**src/bcpa_pkg.sv**
```systemverilog
// Shared types and constants for the first-fit bitmap page allocator.
// No dependencies; imported by bitmap_contiguous_page_allocator_top.
`default_nettype none

package bcpa_pkg;

   localparam int DEF_N_PAGES = 1024;
   localparam int WORD_BITS   = 32;

   localparam logic KIND_ALLOC = 1'b0;
   localparam logic KIND_FREE  = 1'b1;

   localparam logic STATUS_OK       = 1'b0;
   localparam logic STATUS_NO_SPACE = 1'b1;

   typedef struct packed {
      logic        kind;
      logic [10:0] page_count;
      logic [9:0]  start_page;
   } req_type;

   typedef struct packed {
      logic       status;
      logic [9:0] first_page;
   } rsp_type;

endpackage

`default_nettype wire

```
**src/bitmap_contiguous_page_allocator_top.sv**
```systemverilog
// First-fit contiguous page allocator: usage bitmap in a word memory, word scanner,
// read-modify-write marker. Depends on bcpa_pkg.
`default_nettype none

// Usage
//  - req channel (req_valid / req_stall / req_data): one beat per request. kind
//    allocate searches from page 1 for page_count consecutive free pages; kind free
//    clears page_count pages from start_page (pages past the bitmap end ignored).
//  - rsp channel (rsp_valid / rsp_stall / rsp_data): exactly one beat per request,
//    in order. status no-space with first_page 0 on a failed allocate; frees
//    always report done with first_page 0.
//  - One request at a time: req_stall is high from acceptance until the result
//    is loaded into the output register. A result waiting on rsp_stall does not
//    block the next request; only the following result waits for it.
//  - Operation: the bitmap memory holds 32 pages per word with one registered read
//    port. An allocate scans one word per cycle, then marks each word touched with
//    a read (S_RMW_RD) and a write (S_RMW_WR), then hands the result off in S_RESP.
//    A free does the same read and write per word touched, then the same hand-off.
//  - Reset: a clearing pass writes every word (page 0 set, the rest clear),
//    during which req_stall is high.
//  - Receiver stall: the result stays in the output register unchanged until taken.

module bitmap_contiguous_page_allocator_top #(
   parameter int N_PAGES = bcpa_pkg::DEF_N_PAGES
) (
   input  wire                    clock,
   input  wire                    reset,
   input  wire                    req_valid,
   output logic                   req_stall,
   input  wire bcpa_pkg::req_type req_data,
   output logic                   rsp_valid,
   input  wire                    rsp_stall,
   output bcpa_pkg::rsp_type      rsp_data
);

   import bcpa_pkg::*;

   localparam int NUM_WORDS = (N_PAGES + WORD_BITS - 1) / WORD_BITS;
   localparam int WORD_W    = (NUM_WORDS > 1) ? $clog2(NUM_WORDS) : 1;
   localparam int PAGE_W    = $clog2(N_PAGES);
   localparam int END_W     = ((PAGE_W > 11) ? PAGE_W : 11) + 2;
   localparam int WX_W      = END_W - 5;
   localparam int TAIL      = N_PAGES % WORD_BITS;
   localparam logic [31:0] TAIL_MASK =
      (TAIL == 0) ? 32'd0 : ~((32'd1 << TAIL) - 32'd1);
   localparam logic [WORD_W-1:0] LAST_WORD = WORD_W'(NUM_WORDS - 1);

   typedef enum logic [2:0] {
      S_CLEAR,
      S_IDLE,
      S_SCAN,
      S_RMW_RD,
      S_RMW_WR,
      S_RESP
   } state_type;

   // registers
   state_type         state_ff, state_in;
   logic [WORD_W-1:0] clr_ff, clr_in;
   logic [10:0]       count_ff, count_in;
   logic              set_ff, set_in;
   logic [END_W-1:0]  lo_ff, lo_in;
   logic [END_W-1:0]  last_ff, last_in;
   logic [WORD_W-1:0] rmw_w_ff, rmw_w_in;
   logic [WORD_W:0]   scan_rd_ff, scan_rd_in;
   logic              eval_vld_ff, eval_vld_in;
   logic [WORD_W-1:0] eval_w_ff, eval_w_in;
   logic [31:0]       prev_free_ff, prev_free_in;
   logic [11:0]       run_ff, run_in;
   logic              status_ff, status_in;
   logic [9:0]        first_ff, first_in;
   logic              rsp_valid_ff, rsp_valid_in;
   rsp_type           rsp_data_ff, rsp_data_in;

   // bitmap memory
   logic [31:0]       bitmap_mem [NUM_WORDS];
   logic [31:0]       mem_q_ff;
   logic              mem_we;
   logic [WORD_W-1:0] mem_wa;
   logic [WORD_W-1:0] mem_ra;
   logic [31:0]       mem_wd;

   // scan datapath
   logic [31:0]       used_w;
   logic [31:0]       free_w;
   logic [63:0]       win_p;
   logic [63:0]       win_acc;
   logic [31:0]       hit_vec;
   logic [4:0]        hit_pos;
   logic [5:0]        tz;
   logic [5:0]        lead;
   logic              short_run;
   logic              hit;
   logic [12:0]       run_sum;
   logic [END_W-1:0]  word_base;
   logic [END_W-1:0]  hit_first;
   logic [11:0]       run_next;

   // marker datapath
   logic [4:0]        lo_off;
   logic [4:0]        hi_off;
   logic [31:0]       rmw_mask;
   logic              rmw_last;

   logic              req_accept;

   assign req_stall  = (state_ff != S_IDLE);
   assign req_accept = req_valid && !req_stall;
   assign rsp_valid  = rsp_valid_ff;
   assign rsp_data   = rsp_data_ff;

   // word evaluation for the scan
   always_comb begin
      used_w = mem_q_ff
             | ((eval_w_ff == LAST_WORD) ? TAIL_MASK : 32'd0)
             | ((eval_w_ff == '0) ? 32'd1 : 32'd0);   // scan starts at page 1
      free_w = ~used_w;

      // short runs: window AND over {this word, previous word}, built from the
      // bits of the count with constant shifts
      win_p   = {free_w, prev_free_ff};
      win_acc = '1;
      for (int b = 0; b < 6; b++) begin
         if (count_ff[b]) begin
            win_acc = win_p & (win_acc << (1 << b));
         end
         win_p = win_p & (win_p << (1 << b));
      end
      hit_vec = win_acc[63:32];

      hit_pos = '0;
      for (int i = 31; i >= 0; i--) begin
         if (hit_vec[i]) begin
            hit_pos = 5'(i);
         end
      end

      // long runs: carried run plus free bits at the bottom of this word
      tz = 6'd32;
      for (int i = 31; i >= 0; i--) begin
         if (used_w[i]) begin
            tz = 6'(i);
         end
      end
      lead = 6'd32;
      for (int i = 0; i < 32; i++) begin
         if (used_w[i]) begin
            lead = 6'(31 - i);
         end
      end

      short_run = (count_ff <= 11'd32);
      run_sum   = 13'(run_ff) + 13'(tz);
      word_base = END_W'({eval_w_ff, 5'd0});
      if (short_run) begin
         hit       = |hit_vec;
         hit_first = word_base + END_W'(hit_pos) + END_W'(1) - END_W'(count_ff);
      end else begin
         hit       = (run_sum >= 13'(count_ff));
         hit_first = word_base - END_W'(run_ff);
      end
      run_next = (lead == 6'd32) ? (run_ff + 12'd32) : 12'(lead);
   end

   // range mask for the word under read-modify-write
   always_comb begin
      lo_off   = (WX_W'(rmw_w_ff) == lo_ff[END_W-1:5]) ? lo_ff[4:0] : 5'd0;
      hi_off   = (WX_W'(rmw_w_ff) == last_ff[END_W-1:5]) ? last_ff[4:0] : 5'd31;
      rmw_mask = (32'hFFFF_FFFF << lo_off) & (32'hFFFF_FFFF >> (5'd31 - hi_off));
      rmw_last = (WX_W'(rmw_w_ff) == last_ff[END_W-1:5]) || (rmw_w_ff == LAST_WORD);
   end

   // sequencer
   always_comb begin
      state_in     = state_ff;
      clr_in       = clr_ff;
      count_in     = count_ff;
      set_in       = set_ff;
      lo_in        = lo_ff;
      last_in      = last_ff;
      rmw_w_in     = rmw_w_ff;
      scan_rd_in   = scan_rd_ff;
      eval_vld_in  = 1'b0;
      eval_w_in    = eval_w_ff;
      prev_free_in = prev_free_ff;
      run_in       = run_ff;
      status_in    = status_ff;
      first_in     = first_ff;
      rsp_valid_in = rsp_valid_ff && rsp_stall;
      rsp_data_in  = rsp_data_ff;
      mem_we       = 1'b0;
      mem_wa       = rmw_w_ff;
      mem_wd       = 32'd0;
      mem_ra       = rmw_w_ff;

      unique case (state_ff)
         S_CLEAR: begin
            mem_we = 1'b1;
            mem_wa = clr_ff;
            mem_wd = (clr_ff == '0) ? 32'd1 : 32'd0;   // page directory
            clr_in = clr_ff + WORD_W'(1);
            if (clr_ff == LAST_WORD) begin
               state_in = S_IDLE;
            end
         end
         S_IDLE: begin
            if (req_accept) begin
               count_in  = req_data.page_count;
               status_in = STATUS_OK;
               first_in  = '0;
               if (req_data.kind == KIND_FREE) begin
                  set_in   = 1'b0;
                  lo_in    = END_W'(req_data.start_page);
                  last_in  = END_W'(req_data.start_page) + END_W'(req_data.page_count)
                           - END_W'(1);
                  rmw_w_in = WORD_W'(req_data.start_page[9:5]);
                  if (req_data.page_count == '0 ||
                      WX_W'(req_data.start_page[9:5]) > WX_W'(LAST_WORD)) begin
                     state_in = S_RESP;
                  end else begin
                     state_in = S_RMW_RD;
                  end
               end else begin
                  set_in       = 1'b1;
                  scan_rd_in   = '0;
                  prev_free_in = '0;
                  run_in       = '0;
                  if (req_data.page_count == '0) begin
                     status_in = STATUS_NO_SPACE;
                     state_in  = S_RESP;
                  end else begin
                     state_in = S_SCAN;
                  end
               end
            end
         end
         S_SCAN: begin
            mem_ra = scan_rd_ff[WORD_W-1:0];
            if (scan_rd_ff < (WORD_W+1)'(NUM_WORDS)) begin
               eval_vld_in = 1'b1;
               eval_w_in   = scan_rd_ff[WORD_W-1:0];
               scan_rd_in  = scan_rd_ff + (WORD_W+1)'(1);
            end
            if (eval_vld_ff) begin
               prev_free_in = free_w;
               run_in       = run_next;
               if (hit) begin
                  eval_vld_in = 1'b0;
                  lo_in       = hit_first;
                  last_in     = hit_first + END_W'(count_ff) - END_W'(1);
                  first_in    = hit_first[9:0];
                  rmw_w_in    = WORD_W'(hit_first[END_W-1:5]);
                  state_in    = S_RMW_RD;
               end else if (eval_w_ff == LAST_WORD) begin
                  eval_vld_in = 1'b0;
                  status_in   = STATUS_NO_SPACE;
                  state_in    = S_RESP;
               end
            end
         end
         S_RMW_RD: begin
            mem_ra   = rmw_w_ff;
            state_in = S_RMW_WR;
         end
         S_RMW_WR: begin
            mem_we = 1'b1;
            mem_wa = rmw_w_ff;
            mem_wd = set_ff ? (mem_q_ff | rmw_mask) : (mem_q_ff & ~rmw_mask);
            if (rmw_last) begin
               state_in = S_RESP;
            end else begin
               rmw_w_in = rmw_w_ff + WORD_W'(1);
               state_in = S_RMW_RD;
            end
         end
         S_RESP: begin
            if (!rsp_valid_ff || !rsp_stall) begin
               rsp_valid_in           = 1'b1;
               rsp_data_in.status     = status_ff;
               rsp_data_in.first_page = first_ff;
               state_in               = S_IDLE;
            end
         end
         default: begin
            state_in = S_IDLE;
         end
      endcase
   end

   always_ff @(posedge clock) begin
      if (reset) begin
         state_ff     <= S_CLEAR;
         clr_ff       <= '0;
         eval_vld_ff  <= 1'b0;
         rsp_valid_ff <= 1'b0;
      end else begin
         state_ff     <= state_in;
         clr_ff       <= clr_in;
         eval_vld_ff  <= eval_vld_in;
         rsp_valid_ff <= rsp_valid_in;
      end
      count_ff     <= count_in;
      set_ff       <= set_in;
      lo_ff        <= lo_in;
      last_ff      <= last_in;
      rmw_w_ff     <= rmw_w_in;
      scan_rd_ff   <= scan_rd_in;
      eval_w_ff    <= eval_w_in;
      prev_free_ff <= prev_free_in;
      run_ff       <= run_in;
      status_ff    <= status_in;
      first_ff     <= first_in;
      rsp_data_ff  <= rsp_data_in;
   end

   always_ff @(posedge clock) begin
      if (mem_we) begin
         bitmap_mem[mem_wa] <= mem_wd;
      end
      mem_q_ff <= bitmap_mem[mem_ra];
   end

`ifndef SYNTHESIS
   a_busy_after_accept: assert property (@(posedge clock) disable iff (reset)
      req_accept |=> req_stall)
      else $error("block not busy after accepting a request");

   a_no_rsp_in_clear: assert property (@(posedge clock) disable iff (reset)
      (state_ff == S_CLEAR) |-> !rsp_valid_ff)
      else $error("result presented during clearing pass");

   a_no_write_in_scan: assert property (@(posedge clock) disable iff (reset)
      (state_ff == S_SCAN) |-> !mem_we)
      else $error("bitmap written during scan");

   a_rsp_from_resp: assert property (@(posedge clock) disable iff (reset)
      $rose(rsp_valid_ff) |-> $past(state_ff == S_RESP))
      else $error("result loaded outside hand-off state");
`endif

endmodule

`default_nettype wire
```
**config.mk**
```make
export PLATFORM = sky130hd
export DESIGN_NAME = bitmap_contiguous_page_allocator_top
export DESIGN_NICKNAME = d
export VERILOG_FILES = /design/src/bcpa_pkg.sv /design/src/bitmap_contiguous_page_allocator_top.sv
export SDC_FILE = /design/constraint.sdc
export NUM_CORES = 2
export LEC_CHECK = 0
export ABC_CLOCK_PERIOD_IN_PS = 7870
export BUFFER_PORTS_ARGS = -buffer_cell sky130_fd_sc_hd__buf_4
export CORE_MARGIN = 4
export CORE_UTILIZATION = 45
export CTS_CLUSTER_SIZE = 28
export DETAILED_ROUTE_END_ITERATION = 7
export SLEW_MARGIN = 25
export SYNTH_ARGS = -nofsm -noshare
export SYNTH_HDL_FRONTEND = slang
export SYNTH_SLANG_ARGS = --single-unit
```
**constraint.sdc**
```tcl
create_clock -name clock -period 7.87 [get_ports clock]
set_clock_uncertainty 0.1 [all_clocks]
set_input_delay 0.3935 -clock clock [delete_from_list [all_inputs] [get_ports clock]]
set_output_delay 0.3935 -clock clock [all_outputs]
set_load 0.005 [all_outputs]
```
======== Yosys cells after proc, flatten, opt, wreduce, memory -nomap -nowiden ========
Memories as Yosys holds them, arrays and structs flattened. A register that Yosys moved wholly into a read port is not among the register bits.
Index checks and enable logic that the tools add are counted.
word-level totals
  logic and storage cells ................. 277
  memory bits (writable) .................. 1024
  bits in registers ....................... 130
  memories kept ........................... 1
memories
  memory      depth  bits a word  read ports  clocked after memory_dff  write ports  RTL line                                    RTL
  bitmap_mem  32     32           1           1                         1            bitmap_contiguous_page_allocator_top.sv:76  logic [31:0] bitmap_mem [NUM_WORDS];
cells by class
  magnitude comparators ................... 3
  $add $sub $neg .......................... 14
  eq/ne operators ......................... 24
  mux-type cells .......................... 173
  reductions and logical operators ........ 26
  shift operators ......................... 2
  bitwise operators ....................... 17
operators with widths
  cell                   count
  $and 64x64->64         10
  $mux 6                 67
  $mux 64                6
  $mux 5                 41
  $mux 32                4
  $pmux 32 s2            2
  $mux 13                9
  $and 32x32->32         2
  $not 32->32            2
  $pmux 13 s2            2
  $mux 12                4
  $or 32x1->32           1
  $or 32x32->32          1
  $reduce_or 32->1       1
  $shl 32x5->32 const A  1
  $shr 32x5->32 const A  1
  $mux 10                3
  $mux 3                 10
  $pmux 12 s2            1
  $ne 2x2->1 const B     11
  $pmux 10 s2            1
  $mux 1                 19
  $pmux 3 s6             1
  $eq 5x8->1             2
  40 further kinds       57

======== Longest topological paths before layout ========
  depth in word-level cells ............... 56
  gate-level depth with buffers ........... 36
  gate-level depth less buffers ........... 32

======== Least setup slack after synthesis ========
No wires, ideal clock.
  path kind ............................... register -> register
  start ................................... reg mem_q_ff[30] (read register of bitmap_mem)
  end ..................................... reg last_ff[0], enable pin
  path buffers ............................ 1
  stages on the path, launching flop included .. 29
  data arrival time ....................... 6064 ps
  period minus slack after synthesis ...... 6613 ps
  library setup time ...................... 449 ps
  data required time ...................... 7321 ps
  slack ................................... 1257 ps
  cell sequence ........................... dfxtp_1 > clkbuf_1 > nand2b_1 > a21oi_1 > o21bai_1 > a21oi_1 > o21bai_1 > a21oi_1 > o31ai_1 > a221oi_1 > o31ai_1 > a21oi_1 > o21a_1 > ha_1 > inv_1 > fa_1 > inv_1 > a21oi_1 > o21bai_1 > a21o_1 > a21oi_1 > nor2_1 > xnor2_1 > ha_1 > and3_1 > a211oi_1 > a41oi_4 > nor2_1 > a211oi_1
on the way
  word-level cells in the longest chain between the ends .. 37
  elaborated cells on any way between the ends .. 55
  those cells by class .................... 1 x add/sub; 1 x order compare; 1 x eq/ne; 38 x mux; 12 x bitwise; 2 x reduce/logical
ends and longest elaborated chain
  what                          RTL line                                     RTL
  start: declaration            bitmap_contiguous_page_allocator_top.sv:77   logic [31:0] mem_q_ff;
  $or 32x1->32 *                bitmap_contiguous_page_allocator_top.sv:116  | ((eval_w_ff == '0) ? 32'd1 : 32'd0);
  $mux 6 (31 in series)         bitmap_contiguous_page_allocator_top.sv:141  if (used_w[i]) begin
  $add 12x6->13                 bitmap_contiguous_page_allocator_top.sv:153  run_sum = 13'(run_ff) + 13'(tz);
  $ge 13x11->1                  bitmap_contiguous_page_allocator_top.sv:159  hit = (run_sum >= 13'(count_ff));
  $mux 1 *                      bitmap_contiguous_page_allocator_top.sv:155  if (short_run) begin
  $ne 2x2->1 (no line) *        n/a
  $reduce_and 5->1 (no line) *  n/a
  end signal: assignment        bitmap_contiguous_page_allocator_top.sv:305  last_ff <= last_in;
  end: declaration              bitmap_contiguous_page_allocator_top.sv:63   logic [END_W-1:0] last_ff, last_in;
Mark *: on every way between the ends. The rest lies on a longest branch, timed or not.
A chain may end at the register's enable or synchronous reset.

======== Worst setup path in the final report ========
  start ................................... reg prev_free_ff[23]
  end ..................................... reg last_ff[12], data pin
on the way
  word-level cells in the longest chain between the ends .. 50
  elaborated cells on any way between the ends .. 57
  those cells by class .................... 5 x add/sub; 42 x mux; 10 x bitwise
ends and longest elaborated chain
  what                                       RTL line                                                                                  RTL
  start: declaration                         bitmap_contiguous_page_allocator_top.sv:68                                                logic [31:0] prev_free_ff, prev_free_in;
  start signal: assignment                   bitmap_contiguous_page_allocator_top.sv:309                                               prev_free_ff <= prev_free_in;
  $and 64x64->64                             bitmap_contiguous_page_allocator_top.sv:127                                               win_p = win_p & (win_p << (1 << b));
  $and 64x64->64 (on tied branches)          bitmap_contiguous_page_allocator_top.sv:125, bitmap_contiguous_page_allocator_top.sv:127
  $mux 64 or $and 64x64->64 (tied branches)  bitmap_contiguous_page_allocator_top.sv:124, bitmap_contiguous_page_allocator_top.sv:125
  $mux 64                                    bitmap_contiguous_page_allocator_top.sv:124                                               if (count_ff[b]) begin
  $and 64x64->64                             bitmap_contiguous_page_allocator_top.sv:125                                               win_acc = win_p & (win_acc << (1 << b));
  $mux 64 (2 in series)                      bitmap_contiguous_page_allocator_top.sv:124
  $and 64x64->64                             bitmap_contiguous_page_allocator_top.sv:125
  $mux 64 *                                  bitmap_contiguous_page_allocator_top.sv:124
  [34 not listed]                            n/a
  $sub 12x11->13 *                           bitmap_contiguous_page_allocator_top.sv:157                                               hit_first = word_base + END_W'(hit_pos) + END_W'(1) - END_W'(count_ff);
  $mux 13 *                                  bitmap_contiguous_page_allocator_top.sv:155
  $add 13x11->13 *                           bitmap_contiguous_page_allocator_top.sv:250                                               last_in = hit_first + END_W'(count_ff) - END_W'(1);
  $sub 13x1->13 *                            bitmap_contiguous_page_allocator_top.sv:250
  $mux 13 *                                  bitmap_contiguous_page_allocator_top.sv:247                                               if (hit) begin
  $mux 13 *                                  bitmap_contiguous_page_allocator_top.sv:244                                               if (eval_vld_ff) begin
  $pmux 13 s2 *                              bitmap_contiguous_page_allocator_top.sv:196                                               unique case (state_ff)
  named net last_in[12]                      bitmap_contiguous_page_allocator_top.sv:63
Mark *: on every way through the listed nets, which the timed path passes. The rest lies on a longest branch. The select of a mux whose other input is x is not followed.

==> flow_metrics.tcl <==
set metrics [dict create \
    grt_max_degree 118 \
    post_layout_nonfiller_instances 5939 \
    postSynthNetCount 4190 \
    status "finished with violations" \
    hold_slack_ps 300 \
    final_util 0.514 \
    cts_buffers 118 \
    synth_warnings 0 \
    period_share 0.943 \
    antennaDiodeCount 0 \
    path_class "reg -> reg" \
    finalHoldViolCount 0 \
    fin_total_pwr_mw 22.0 \
    synthFlopType "edfxtp_1" \
    cpMaxStageDelayCell "edfxtp_1" \
    row_count 129 \
    design_area_mm2 0.0635 \
    cp_num_buf_inv 4 \
    rsz0062_at_grt "no" \
    async_flop_share 0 \
    die_w_um 360 \
    cp_top_family "compound AO/OA/AOI/OAI gates" \
    pwr_density_cell_mw_per_mm2 346 \
    fillers 10400 \
    portBuffers 38 \
    syn-instance-count 4066 \
    initial_core_util 0.453 \
    synth_most_common_cell "edfxtp_1" \
    max_stage_delay_ps 690 \
    grt_usage 0.261 \
    dr_total_vias 37100 \
    wl_per_cell_um 29.1 \
    slew_headroom 0.301 \
    cp.arrival_ps 7780 \
    slew_viol_final 0 \
    cts_tree "built" \
    min_path_type "in -> reg" \
    path_clk_slew_ps 60 \
    worst_slew_pin_slew_ps 1050 \
    synth_cell_types 109 \
    drt-initial-drc-count 4179 \
    dpl-instance-area_mm2 0.0593 \
    core-area_mm2 0.123 \
    final_nets 4328 \
    cts.sinks 1185 \
    dpl.hpwl_mm 104 \
    min_period_ps 7420 \
    clk-insertion-delay-late_ps 760 \
    timing.critical_path.mode_cell "o21ai_0" \
    synth-edff-count 1143 \
    setup_viol 0 \
    fin_ws_ps 445 \
    grt_pass1_vias 36200 \
    clock-root-buffer "clkbuf_16" \
    endpoint_kind "register" \
    dieArea_mm2 0.130 \
    first_pass_iters 8 \
    grt_pass1_wl_mm 251 \
    ant_nets 0 \
    max_freq_ghz 0.135 \
    pre_cts_slack_ps 294 \
    maxCapViolations 0 \
    placedCellCount 5695 \
    grt-ovfl-total 0 \
    htree_levels 3 \
    synth_area_per_cell_um2 13.7 \
    drc_errors 1 \
    gp_congestion 1.00 \
    p_leak_nw 20.6 \
    dieHeight_um 360 \
    worst_ep_required_time_ps 8220 \
    netlist_area_mm2 0.0559 \
    clock_path_buffers 3 \
    drive_gt1_frac 0.193 \
    irDropWorstVdd_v 0.000398 \
    vias_per_cell 6.25 \
    antenna_found_initial 3 \
    finalSetupTns_ps 0 \
    syn_to_final_growth_pct 13.6 \
    synthTopCellsByArea "edfxtp_1 (61%), mux4_2 (10%), nand2_1 (3.3%)" \
    worst_setup_path_start_kind "register" \
    io_pins 39 \
    violations "design-rule violations" \
    synth_top_area_frac 0.614 \
    synth-seq-area-share 0.629 \
    yosysTopAreaCell "edfxtp_1" \
    synth_seq_cells 1185 \
    cp_max_fo 10 \
    ys_top_cells_by_count "edfxtp_1 (1143), nand2_1 (490), nor2_1 (259), mux4_2 (256), nand3_1 (228)" \
    routed_wl_mm 173 \
]
==> what timing repair did <==
| action | CTS | global route |
|---|---|---|
| buffers inserted | 0 | 1 |
| endpoints found under the hold margin | 40 | 0 |
| hold buffers | 25 | 0 |
| resized for setup | 0 | 18 |
| setup endpoints to repair | 0 | 4 |
==> final cells by class <==
| class | instances | area [um^2] | share of cell area |
|---|---|---|---|
| Timing Repair Buffer | 276 | 2320 | 0.0365 |
| Inverter | 134 | 503 | 0.00792 |
| Clock buffer | 156 | 3180 | 0.0500 |
| Clock inverter | 62 | 612 | 0.00963 |
| Sequential cell | 1185 | 35200 | 0.554 |
| Tap cell | 1637 | 2050 | 0.0322 |
| Multi-Input combinational cell | 2489 | 19700 | 0.310 |
==> cell families after synthesis <==
logic type | count (synthesis) | synth area share
AOI/OAI and AO/OA | 674 | 0.0815
xor gates and xnor gates | 66 | 0.0103
adders and majority gates | 98 | 0.0225
buffers and inverters | 392 | 0.0299
DFF | 1185 | 0.629
muxes | 297 | 0.111
and+or+nand+nor | 1354 | 0.116
==> layout by cell type, fill, tap and decap left out, drive strengths merged, types with 22 or more instances in the layout <==
cell type       n
dfxtp          42
o21ai         160
xor2           25
a21oi         172
clkbuf        156
nand2         491
buf           251
clkinv         50
a21o           47
and4           22
mux2i          40
mux4          256
nand3         229
nor3           68
nor2          260
edfxtp       1143
a211oi         44
or2            22
nor4           47
inv           137
nand4          45
and3           29
ha             94
o211ai         24
xnor2          41
dlygate4sd3    25
nand2b         48
==> routing by layer <==
metal  up-vias  routed length, um  GRT usage
met5         -                 11          0
met4         2               5940     0.0873
met3       367              13600     0.0404
met2      1768              83200      0.428
met1     19000              70100      0.360
li1      16000                  -          -
==> flip-flops by register name (all words and copies together) (netlist names), 6 cells and up <==
| signal | flops |
|---|---|
| bitmap_mem | 1024 |
| count_ff | 11 |
| first_ff | 10 |
| last_ff | 13 |
| lo_ff | 13 |
| mem_q_ff | 32 |
| prev_free_ff | 31 |
| rsp_data | 11 |
| run_ff | 12 |
| scan_rd_ff | 6 |
==> power by group <==
group	switching, mW	total (mW)	leakage, nW	internal [mW]
Sequential	0.695	8.50	9.85	7.81
Clock	2.41	5.49	1.84	3.08
Combinational	4.94	7.96	8.93	3.02
Total	8.05	22.0	20.6	13.9
==> path summary, 6_finish.rpt <==
path	from	end	slack (ps)	cells past startpoint
worst min-delay path	req_data[17]	count_ff[7]$_DFFE_PP_	300	2
worst max-delay path	prev_free_ff[23]$_SDFFCE_PP0P_	last_ff[12]$_DFFE_PP_	450	32
worst max register to register	prev_free_ff[23]$_SDFFCE_PP0P_	last_ff[12]$_DFFE_PP_	450	32
worst min register to register	first_ff[1]$_SDFFCE_PP0P_	rsp_data[1]$_DFFE_PP_	310	0
(Power assumes the default switching activity.)
